**src/hw/rtl/fktl_pkg.sv**
```systemverilog
// Package for the connection key table: beat types, status codes and field widths.
// Used by flow_key_table_lookup_insert_top; it depends on nothing else.
package fktl_pkg;

    localparam int IP_W            = 32;
    localparam int PORT_W          = 16;
    localparam int SLOT_W          = 5;
    localparam int LIVE_W          = 6;
    localparam int TABLE_SLOTS_DEF = 32;

    typedef enum logic [2:0] {
        ST_FOUND     = 3'd0,
        ST_INSERTED  = 3'd1,
        ST_FULL      = 3'd2,
        ST_ZERO_KEY  = 3'd3,
        ST_REMOVED   = 3'd4,
        ST_NOT_FOUND = 3'd5
    } status_t;

    typedef enum logic {
        ACT_LOOKUP = 1'b0,
        ACT_REMOVE = 1'b1
    } action_t;

    typedef struct packed {
        action_t                 action;
        logic [IP_W-1:0]         ip;
        logic [PORT_W-1:0]       port;
    } req_beat_t;

    typedef struct packed {
        status_t                 status;
        logic [SLOT_W-1:0]       slot;
        logic [LIVE_W-1:0]       live_count;
    } rsp_beat_t;

endpackage

```
**src/hw/rtl/flow_key_table_lookup_insert_top.sv**
```systemverilog
// Connection key table with lookup, insert on miss and remove, top level.
// Depends on fktl_pkg for the beat types, the status codes and the field widths.
//
//   Channel  Direction  Handshake             Beat
//   req      in         req_valid/req_stall   req_beat_t: action, ip, port
//   rsp      out        rsp_valid/rsp_stall   rsp_beat_t: status, slot, live_count
//
// A request scans every slot, one read per slot on a single read port and
// comparator through the registered read, then writes back in S_WRITE and
// loads the response register in S_RESULT. Only once it is back in S_IDLE is
// the next request taken. A zero key lookup skips the scan and goes from
// S_IDLE straight to S_WRITE. After reset a clearing pass writes every entry
// invalid, during which req_stall stays high.
// A stalled response waits in its register while the next request is already
// accepted and scanned; that request's result then waits in S_RESULT, with
// req_stall high, until the register frees up.
module flow_key_table_lookup_insert_top
    import fktl_pkg::*;
#(
    parameter int TABLE_SLOTS = TABLE_SLOTS_DEF
)
(
    input  logic      clk,
    input  logic      rst_n,
    input  logic      req_valid,
    output logic      req_stall,
    input  req_beat_t req,
    output logic      rsp_valid,
    input  logic      rsp_stall,
    output rsp_beat_t rsp
);

    // Index width addresses every slot; the count and issue counter also hold
    // TABLE_SLOTS itself.
    localparam int IDX_W   = (TABLE_SLOTS > 1) ? $clog2(TABLE_SLOTS) : 1;
    localparam int CNT_W   = $clog2(TABLE_SLOTS + 1);
    localparam int KEY_W   = IP_W + PORT_W;
    localparam int ENTRY_W = KEY_W + 1;

    localparam logic [IDX_W-1:0] LAST_IDX  = IDX_W'(TABLE_SLOTS - 1);
    localparam logic [CNT_W-1:0] SLOTS_CNT = CNT_W'(TABLE_SLOTS);

    typedef enum logic [2:0] {
        S_CLEAR,
        S_IDLE,
        S_SCAN,
        S_WRITE,
        S_RESULT
    } state_t;

    // Each memory word is {valid, ip, port}.
    logic [ENTRY_W-1:0] key_mem [TABLE_SLOTS];
    logic [ENTRY_W-1:0] rdata_reg;

    state_t             state_reg,      state_next;
    logic [CNT_W-1:0]   iss_reg,        iss_next;
    logic               chk_vld_reg,    chk_vld_next;
    logic [IDX_W-1:0]   chk_idx_reg,    chk_idx_next;
    req_beat_t          key_reg,        key_next;
    logic               hit_found_reg,  hit_found_next;
    logic [IDX_W-1:0]   hit_idx_reg,    hit_idx_next;
    logic               free_found_reg, free_found_next;
    logic [IDX_W-1:0]   free_idx_reg,   free_idx_next;
    logic [CNT_W-1:0]   count_reg,      count_next;
    status_t            res_status_reg, res_status_next;
    logic [IDX_W-1:0]   res_slot_reg,   res_slot_next;
    logic               rsp_valid_reg,  rsp_valid_next;
    rsp_beat_t          rsp_reg,        rsp_next;

    logic               mem_we;
    logic [IDX_W-1:0]   mem_waddr;
    logic [ENTRY_W-1:0] mem_wdata;
    logic [IDX_W-1:0]   mem_raddr;
    logic               key_match;
    logic               entry_free;
    logic               zero_key;

    assign req_stall = (state_reg != S_IDLE);
    assign rsp_valid = rsp_valid_reg;
    assign rsp       = rsp_reg;

    assign mem_raddr  = iss_reg[IDX_W-1:0];
    assign key_match  = rdata_reg[ENTRY_W-1] &&
                        (rdata_reg[KEY_W-1:0] == {key_reg.ip, key_reg.port});
    assign entry_free = !rdata_reg[ENTRY_W-1];
    assign zero_key   = (req.ip == '0) || (req.port == '0);

    // Key memory: one write port, one registered read port.
    always_ff @(posedge clk)
    begin
        if (mem_we)
        begin
            key_mem[mem_waddr] <= mem_wdata;
        end
        rdata_reg <= key_mem[mem_raddr];
    end

    always_comb
    begin
        state_next      = state_reg;
        iss_next        = iss_reg;
        chk_vld_next    = 1'b0;
        chk_idx_next    = chk_idx_reg;
        key_next        = key_reg;
        hit_found_next  = hit_found_reg;
        hit_idx_next    = hit_idx_reg;
        free_found_next = free_found_reg;
        free_idx_next   = free_idx_reg;
        count_next      = count_reg;
        res_status_next = res_status_reg;
        res_slot_next   = res_slot_reg;
        rsp_valid_next  = rsp_valid_reg;
        rsp_next        = rsp_reg;
        mem_we          = 1'b0;
        mem_waddr       = iss_reg[IDX_W-1:0];
        mem_wdata       = '0;

        // The response register drains independently of the sequencer.
        if (rsp_valid_reg && !rsp_stall)
        begin
            rsp_valid_next = 1'b0;
        end

        unique case (state_reg)
            S_CLEAR:
            begin
                mem_we = 1'b1;
                if (iss_reg[IDX_W-1:0] == LAST_IDX)
                begin
                    iss_next   = '0;
                    state_next = S_IDLE;
                end
                else
                begin
                    iss_next = iss_reg + 1'b1;
                end
            end

            S_IDLE:
            begin
                if (req_valid)
                begin
                    key_next        = req;
                    hit_found_next  = 1'b0;
                    free_found_next = 1'b0;
                    iss_next        = '0;
                    // A zero key lookup is rejected without a scan.
                    if (req.action == ACT_LOOKUP && zero_key)
                    begin
                        state_next = S_WRITE;
                    end
                    else
                    begin
                        state_next = S_SCAN;
                    end
                end
            end

            S_SCAN:
            begin
                if (iss_reg != SLOTS_CNT)
                begin
                    chk_vld_next = 1'b1;
                    chk_idx_next = iss_reg[IDX_W-1:0];
                    iss_next     = iss_reg + 1'b1;
                end
                if (chk_vld_reg)
                begin
                    if (key_match && !hit_found_reg)
                    begin
                        hit_found_next = 1'b1;
                        hit_idx_next   = chk_idx_reg;
                    end
                    if (entry_free && !free_found_reg)
                    begin
                        free_found_next = 1'b1;
                        free_idx_next   = chk_idx_reg;
                    end
                    if (chk_idx_reg == LAST_IDX)
                    begin
                        state_next = S_WRITE;
                    end
                end
            end

            S_WRITE:
            begin
                res_slot_next = '0;
                state_next    = S_RESULT;
                if (key_reg.action == ACT_LOOKUP)
                begin
                    if (key_reg.ip == '0 || key_reg.port == '0)
                    begin
                        res_status_next = ST_ZERO_KEY;
                    end
                    else if (hit_found_reg)
                    begin
                        res_status_next = ST_FOUND;
                        res_slot_next   = hit_idx_reg;
                    end
                    else if (free_found_reg)
                    begin
                        res_status_next = ST_INSERTED;
                        res_slot_next   = free_idx_reg;
                        mem_we          = 1'b1;
                        mem_waddr       = free_idx_reg;
                        mem_wdata       = {1'b1, key_reg.ip, key_reg.port};
                        count_next      = count_reg + 1'b1;
                    end
                    else
                    begin
                        res_status_next = ST_FULL;
                    end
                end
                else
                begin
                    if (hit_found_reg)
                    begin
                        res_status_next = ST_REMOVED;
                        res_slot_next   = hit_idx_reg;
                        mem_we          = 1'b1;
                        mem_waddr       = hit_idx_reg;
                        mem_wdata       = '0;
                        if (count_reg != '0)
                        begin
                            count_next = count_reg - 1'b1;
                        end
                    end
                    else
                    begin
                        res_status_next = ST_NOT_FOUND;
                    end
                end
            end

            S_RESULT:
            begin
                if (!rsp_valid_reg || !rsp_stall)
                begin
                    rsp_valid_next      = 1'b1;
                    rsp_next.status     = res_status_reg;
                    rsp_next.slot       = SLOT_W'(res_slot_reg);
                    rsp_next.live_count = LIVE_W'(count_reg);
                    state_next          = S_IDLE;
                end
            end

            default:
            begin
                state_next = S_IDLE;
            end
        endcase
    end

    always_ff @(posedge clk or negedge rst_n)
    begin
        if (!rst_n)
        begin
            state_reg      <= S_CLEAR;
            iss_reg        <= '0;
            chk_vld_reg    <= 1'b0;
            chk_idx_reg    <= '0;
            key_reg        <= '0;
            hit_found_reg  <= 1'b0;
            hit_idx_reg    <= '0;
            free_found_reg <= 1'b0;
            free_idx_reg   <= '0;
            count_reg      <= '0;
            res_status_reg <= ST_FOUND;
            res_slot_reg   <= '0;
            rsp_valid_reg  <= 1'b0;
            rsp_reg        <= '0;
        end
        else
        begin
            state_reg      <= state_next;
            iss_reg        <= iss_next;
            chk_vld_reg    <= chk_vld_next;
            chk_idx_reg    <= chk_idx_next;
            key_reg        <= key_next;
            hit_found_reg  <= hit_found_next;
            hit_idx_reg    <= hit_idx_next;
            free_found_reg <= free_found_next;
            free_idx_reg   <= free_idx_next;
            count_reg      <= count_next;
            res_status_reg <= res_status_next;
            res_slot_reg   <= res_slot_next;
            rsp_valid_reg  <= rsp_valid_next;
            rsp_reg        <= rsp_next;
        end
    end

endmodule

```
**config.mk**
```make
export PLATFORM = sky130hd
export DESIGN_NAME = flow_key_table_lookup_insert_top
export DESIGN_NICKNAME = d
export VERILOG_FILES = /design/src/hw/rtl/fktl_pkg.sv /design/src/hw/rtl/flow_key_table_lookup_insert_top.sv
export SDC_FILE = /design/constraint.sdc
export NUM_CORES = 2
export LEC_CHECK = 0
export ABC_AREA = 1
export BUFFER_PORTS_ARGS = -buffer_cell sky130_fd_sc_hd__buf_2
export CORE_MARGIN = 1
export CORE_UTILIZATION = 50
export CTS_CLUSTER_SIZE = 16
export DETAILED_ROUTE_END_ITERATION = 10
export PLACE_DENSITY = 0.65
export REMOVE_ABC_BUFFERS = 1
export SYNTH_ARGS = -nofsm -noshare
export SYNTH_HDL_FRONTEND = slang
export SYNTH_SLANG_ARGS = --single-unit
export TNS_END_PERCENT = 30
```
**constraint.sdc**
```tcl
create_clock -name clk -period 11.8 [get_ports clk]
set_clock_uncertainty 0.05 [all_clocks]
set_input_delay 0 -clock clk [delete_from_list [all_inputs] [get_ports clk]]
set_output_delay 0 -clock clk [all_outputs]
set_load 0.005 [all_outputs]
```
# Word level (Yosys, flattened, before mapping)
# Memories as Yosys holds them, arrays and structs flattened. A register that Yosys moved wholly into a read port is not among the register bits.
# Index checks and enable logic that the tools add are counted.
word_totals:
  regBits: 105
  ramBits: 1568
  in_bits: 53
  elab_cells: 134
  mem_count: 1
memory_table:
  columns: ["name", "depth", "word_bits", "rd", "rd_clocked_by_memory_dff", "write_ports", "line_no", "text"]
  rows:
  - ["key_mem", 32, 49, 1, 1, 1, "flow_key_table_lookup_insert_top.sv:52", "logic [ENTRY_W-1:0] key_mem [TABLE_SLOTS];"]
classes:
  n_addsub: 3
  n_eq_ne: 21
  mux: 58
  bitwise: 1
  reduce_logical: 32
op_table:
  columns: ["op", "n"]
  rows:
  - ["2-to-1 mux 49 bit", 5]
  - ["logical NOT 32 bit", 2]
  - ["2-to-1 mux 5 bit", 11]
  - ["2-to-1 mux 6 bit", 9]
  - ["== test 48 bit", 1]
  - ["logical NOT 16 bit", 2]
  - ["!= test 2 bit (second input constant)", 10]
  - ["2-to-1 mux 1 bit", 19]
  - ["2-to-1 mux 3 bit", 6]
  - ["case mux 6 bit (3 select lines)", 1]
  - ["case mux 3 bit (5 select lines)", 1]
  - ["adder 6 x 1 -> 6 bit (second input constant)", 2]
  - ["== test 5 bit (second input constant)", 2]
  - ["AND reduction 3 bit", 3]
  - ["AND reduction 4 bit", 2]
  - ["== test 3 x 2 -> 1 bit (second input constant)", 2]
  - ["2-to-1 mux 2 bit", 3]
  - ["!= test 6 bit (second input constant)", 1]
  - ["case mux 1 bit (2 select lines)", 3]
  - ["AND reduction 2 bit", 3]
  - ["AND reduction 6 bit", 1]
  - ["nonzero test 6 bit", 1]
  - ["subtractor 6 x 1 -> 6 bit (second input constant)", 1]
  - ["logical AND 1 bit", 5]
  - ["11 further kinds", 19]

# Depth between registers and ports, before layout
depth:
  word_depth: 7
  depth_mapped: 14
  ltp_nobuf: 14

# Worst setup path after synthesis
# OpenSTA, ideal clock, no wires.
synth_timing:
  path_type: "flip-flop to flip-flop"
  start: "reg key_reg[16] in the netlist's numbering"
  end: "mem key_mem[14][0] in the netlist's numbering (enable)"
  setup_time_ns: 0.456
  arrival_ns: 3.514
  t_required_ns: 11.294
  setup_slack_ns: 7.781
  stages_incl_launch_ff: 14
  synth_period_minus_slack_ns: 4.019
  cell_sequence: "dfrtp_1 inv_1 nand2_1 nor2_1 nand2_1 nor2_1 nand2_2 nand3_2 nand2_2 nand2_2 nand2_1 nand2_2 nand3_2 nor2_1"
synth_via:
  elab_chain_len: 7
synth_lines:
  columns: ["item", "line_no", "text"]
  rows:
  - ["from (decl)", "flow_key_table_lookup_insert_top.sv:59", "req_beat_t key_reg, key_next;"]
  - ["from (signal assigned)", "flow_key_table_lookup_insert_top.sv:280", "key_reg <= key_next;"]
  - ["logical NOT 32 bit (*)", "flow_key_table_lookup_insert_top.sv:192", "if (key_reg.ip == '0 || key_reg.port == '0)"]
  - ["logical OR 1 bit (*)", "flow_key_table_lookup_insert_top.sv:192", null]
  - ["2-to-1 mux 1 bit", "flow_key_table_lookup_insert_top.sv:192", null]
  - ["2-to-1 mux 1 bit", "flow_key_table_lookup_insert_top.sv:190", "if (key_reg.action == ACT_LOOKUP)"]
  - ["case mux 1 bit (2 select lines)", "flow_key_table_lookup_insert_top.sv:124", "unique case (state_reg)"]
  - ["2-to-1 mux 1 bit", "flow_key_table_lookup_insert_top.sv:91", "if (mem_we)"]
  - ["2-to-1 mux 1 bit (not written as such)", "flow_key_table_lookup_insert_top.sv:93", "key_mem[mem_waddr] <= mem_wdata;"]
  - ["to (decl)", "flow_key_table_lookup_insert_top.sv:52", null]
# Mark *: on every way between the ends. The rest lies on a longest branch, timed or not.

# Final worst setup path
layout_timing:
  start: "reg iss_reg[4]"
  end: "mem key_mem[16][44] in the netlist's numbering (enable)"
layout_via:
  elab_chain_len: 5
layout_lines:
  columns: ["item", "line_no", "text"]
  rows:
  - ["from (decl)", "flow_key_table_lookup_insert_top.sv:56", "logic [CNT_W-1:0] iss_reg, iss_next;"]
  - ["from (signal assigned)", "flow_key_table_lookup_insert_top.sv:277", "iss_reg <= iss_next;"]
  - ["2-to-1 mux 5 bit", "flow_key_table_lookup_insert_top.sv:201", "else if (free_found_reg)"]
  - ["2-to-1 mux 5 bit", "flow_key_table_lookup_insert_top.sv:196", "else if (hit_found_reg)"]
  - ["2-to-1 mux 5 bit", "flow_key_table_lookup_insert_top.sv:192", null]
  - ["2-to-1 mux 5 bit", "flow_key_table_lookup_insert_top.sv:190", null]
  - ["2-to-1 mux 5 bit (*)", "flow_key_table_lookup_insert_top.sv:124", null]
# Marks and branches as above.

==> results.cfg <==
[run_status]
status = finished with violations
violations = capacitance limit, slew limit

[global_route]
antenna_found_initial = 2
global_route.overflow_total = 0
number_of_global_route_vias_before_repair = 41800
grt_start_max_net_pins = 173
groute.usage.overall_pct = 28.6
grt_first_pass_wirelength_mm = 285

[sta]
timing_limited_maximum_frequency_ghz = 0.197
fin_worst_hold_slack_ps = 63.8
timing.slew.headroom_pct = -1.44
final-hold-violation-count = 0
post-route-period-util_pct = 43.1
setup_viol = 0
drv_slew = 2
grt_setup_unrepaired = false
worstMarginPinSlew_ps = 1510
final_period_minus_worst_setup_slack_ps = 5080
final_total_negative_setup_slack_ps = 0

[worst_setup_path]
ff2ff_setup_slack_ps = 6720
reg2reg_to = key_mem[16][44]
max_stage_delay_ps = 1040
category_of_cells_accounting_for_the_largest_share_of_critical_path_delay = buffers and inverters
critPathKind = flop to flop
worstPathCellList = inv_2, buf_4, o21ai_0, inv_1, nand4_1, nand2_1, nand2_1, nand2_2, nor2_1, nand2_1, nor2_4, buf_4
path_max_fanout = 44
crit_top_cell = sky130_fd_sc_hd__nand2_1
cp_data_arrival_time_ps = 5430
critPathRequiredTime_ps = 12150
worstPathBufferInverterCount = 4
reg2regPathDepth = 12
crit_slowest_cell = sky130_fd_sc_hd__dfrtp_4
setup.worst_path.start_class = flop
worst_setup_path_end_kind = flop
reg2reg_from = iss_reg[4]

[yosys]
synth.largest_area_cell = sky130_fd_sc_hd__edfxtp_1
ys_ff_latch = 1722
synth_seq_area_share_pct = 75.3
yosys_warnings = 0
syn-cell-area_sq_um = 67300
ys_types = 42
syn_inst = 5194
post_synth_main_area_contributors = sky130_fd_sc_hd__edfxtp_1, sky130_fd_sc_hd__o21ai_0, sky130_fd_sc_hd__nor2_1
post-synth-top-area-fraction_pct = 70.0
avgSynthCellArea_sq_um = 13.0

[cts]
clock_tree.htree_level_count = 4
cts_resized = 0
worst_skew_pair.late_latency_ps = 800
cts.sinks = 1722
post_cts_hold_buffer_count = 83
postCtsSetupBuffers = 0
clock_tree.buffer_depth = 3
worst_setup_hold_path_clk_slew_ps = 60
cts_buffers = 169
cts_tree = built
cts_root_buffer = sky130_fd_sc_hd__clkbuf_16

[pwr]
final_total_power_mw = 18.5
irDropWorstVdd_mv = 0.203
p_leak_nw = 27.0
power-per-cell-area_nw_per_um2 = 244

[floorplanning]
start_util_pct = 50.4
fp.dieArea_sq_um = 136000
boundaryPins = 69
chipHeight_um = 369
rows = 134
placeableCoreArea_sq_um = 133000
die_x_um = 369

[place]
globalplace.congestion = 0.898
placement.io_buffers = 68
dpl_cell_area_sq_um = 69600
detailedPlacementHpwl_mm = 99.2

[finish]
mostFrequentLayoutCell = sky130_fd_sc_hd__edfxtp_1
finalNetCount = 5348
ratio_of_cells_with_drive_above_1_in_the_final_layout_pct = 9.28
flow.area_growth_from_synthesis_pct = 12.7
post-route-cell-area_sq_um = 75900
flip_flop_count_of_the_largest_register_after_layout = 1568
leading_cell_types_in_the_layout_fill_and_taps_excluded = sky130_fd_sc_hd__edfxtp_1, sky130_fd_sc_hd__nor2_1, sky130_fd_sc_hd__o21ai_0, sky130_fd_sc_hd__nand2_1, sky130_fd_sc_hd__o22ai_1

[drt]
routed-via-count = 44900
viasPerCell = 6.24
drt-wirelength-per-cell_um = 27.3
remaining_drc_errors = 0
wl_mm = 196
drt_pre_antenna_iters = 6
drt-initial-drc-count = 6395
ant_nets = 0

[hold_path]
worst_hold_startpoint = req[41]
min_path_type = input port to flop
min_path_cells = 4
timing.hold.worst_endpoint = key_reg[41]

[flow_run]
timing.max_cap.violations = 1
==> layer usage <==
metal	vias up	global-route usage [%]	share of wire [%]
met5	-	0	0
met4	0	9.13	3.1
met3	397	6.77	12
met2	2695	42.9	45
met1	22300	41.5	40
li1	19500	-	-
==> final cells by class <==
class,instances,area (sq um)
Fill cell,10700,57600
Multi-Input combinational cell,2995,14900
Tap cell,1768,2210
Clock buffer,250,4870
Antenna cell,1,2.50
Clock inverter,63,567
Sequential cell,1722,50700
Timing Repair Buffer,270,2100
Inverter,129,507
==> report_power, final <==
| part | internal [mW] | switching, mW | total [mW] |
|---|---|---|---|
| sequential | 7.22 | 0.363 | 7.58 |
| combinational | 1.48 | 4.10 | 5.58 |
| clock | 3.06 | 2.26 | 5.32 |
| total | 11.8 | 6.72 | 18.5 |
==> metrics by stage <==
| stage | utilization [%] | instances | setup WS (ps) |
|---|---|---|---|
| 3_3_place_gp | 52.1 | 6801 | 6840 |
| 5_1_grt | 56.8 | 7197 | 6660 |
| 2_1_floorplan | - | 4846 | -22000 |
| 6_report | 56.8 | 7198 | 6720 |
| 4_1_cts | 56.8 | 7197 | 6800 |
| 3_5_place_dp | 52.1 | 6801 | 6830 |
==> worst max-delay path by stage <==
stage / start / to / slack (ps) / cells past startpoint
floorplan: iss_reg[0] / key_mem[23][0] / -22000 / 8
global placement: iss_reg[4] / key_mem[11][41] / 6840 / 11
detailed placement: iss_reg[4] / key_mem[11][39] / 6830 / 11
CTS: iss_reg[4] / key_mem[11][42] / 6800 / 11
global route: iss_reg[0] / rdata_reg[39] / 6660 / 10
finish: iss_reg[4] / key_mem[16][44] / 6720 / 12
==> synth_stat cells (all sizes together) <==
master   instances
nand2          337
o21a             1
buf            114
clkbuf         234
inv            129
a31oi           99
o211ai          22
nand3           95
dfrtp          105
and3             1
a211oi           3
a21oi           62
o221ai         129
o22ai          257
nor3            15
edfxtp        1568
xnor2            8
o2bb2ai          2
dfxtp           49
nor2           988
or2              3
ha               7
fa               1
o2111ai          4
a22oi            1
nor4            12
xor2            13
a21boi           3
nand4           22
o21ai          910
==> worst min-delay path, cell delays in order <==
cell,delay [ps]
sky130_fd_sc_hd__dlygate4sd3_1,510
sky130_fd_sc_hd__buf_2,90
sky130_fd_sc_hd__inv_1,90
sky130_fd_sc_hd__o21ai_0,170
==> cells by family (layout without fill, tap and decap cells) <==
family / Yosys count / count (layout) / synth area share, %
XOR/XNOR: 21 / 21 / 0.273
AND/OR/NAND/NOR: 1473 / 1473 / 8.66
adder cells (fa/ha/maj): 8 / 8 / 0.160
buffers and inverters: 477 / 712 / 2.94
AO/OA/AOI/OAI: 1493 / 1493 / 12.6
other: 0 / 1 / 0
flip-flops: 1722 / 1722 / 75.3
No activity file was read; power rests on OpenSTA's default activity.
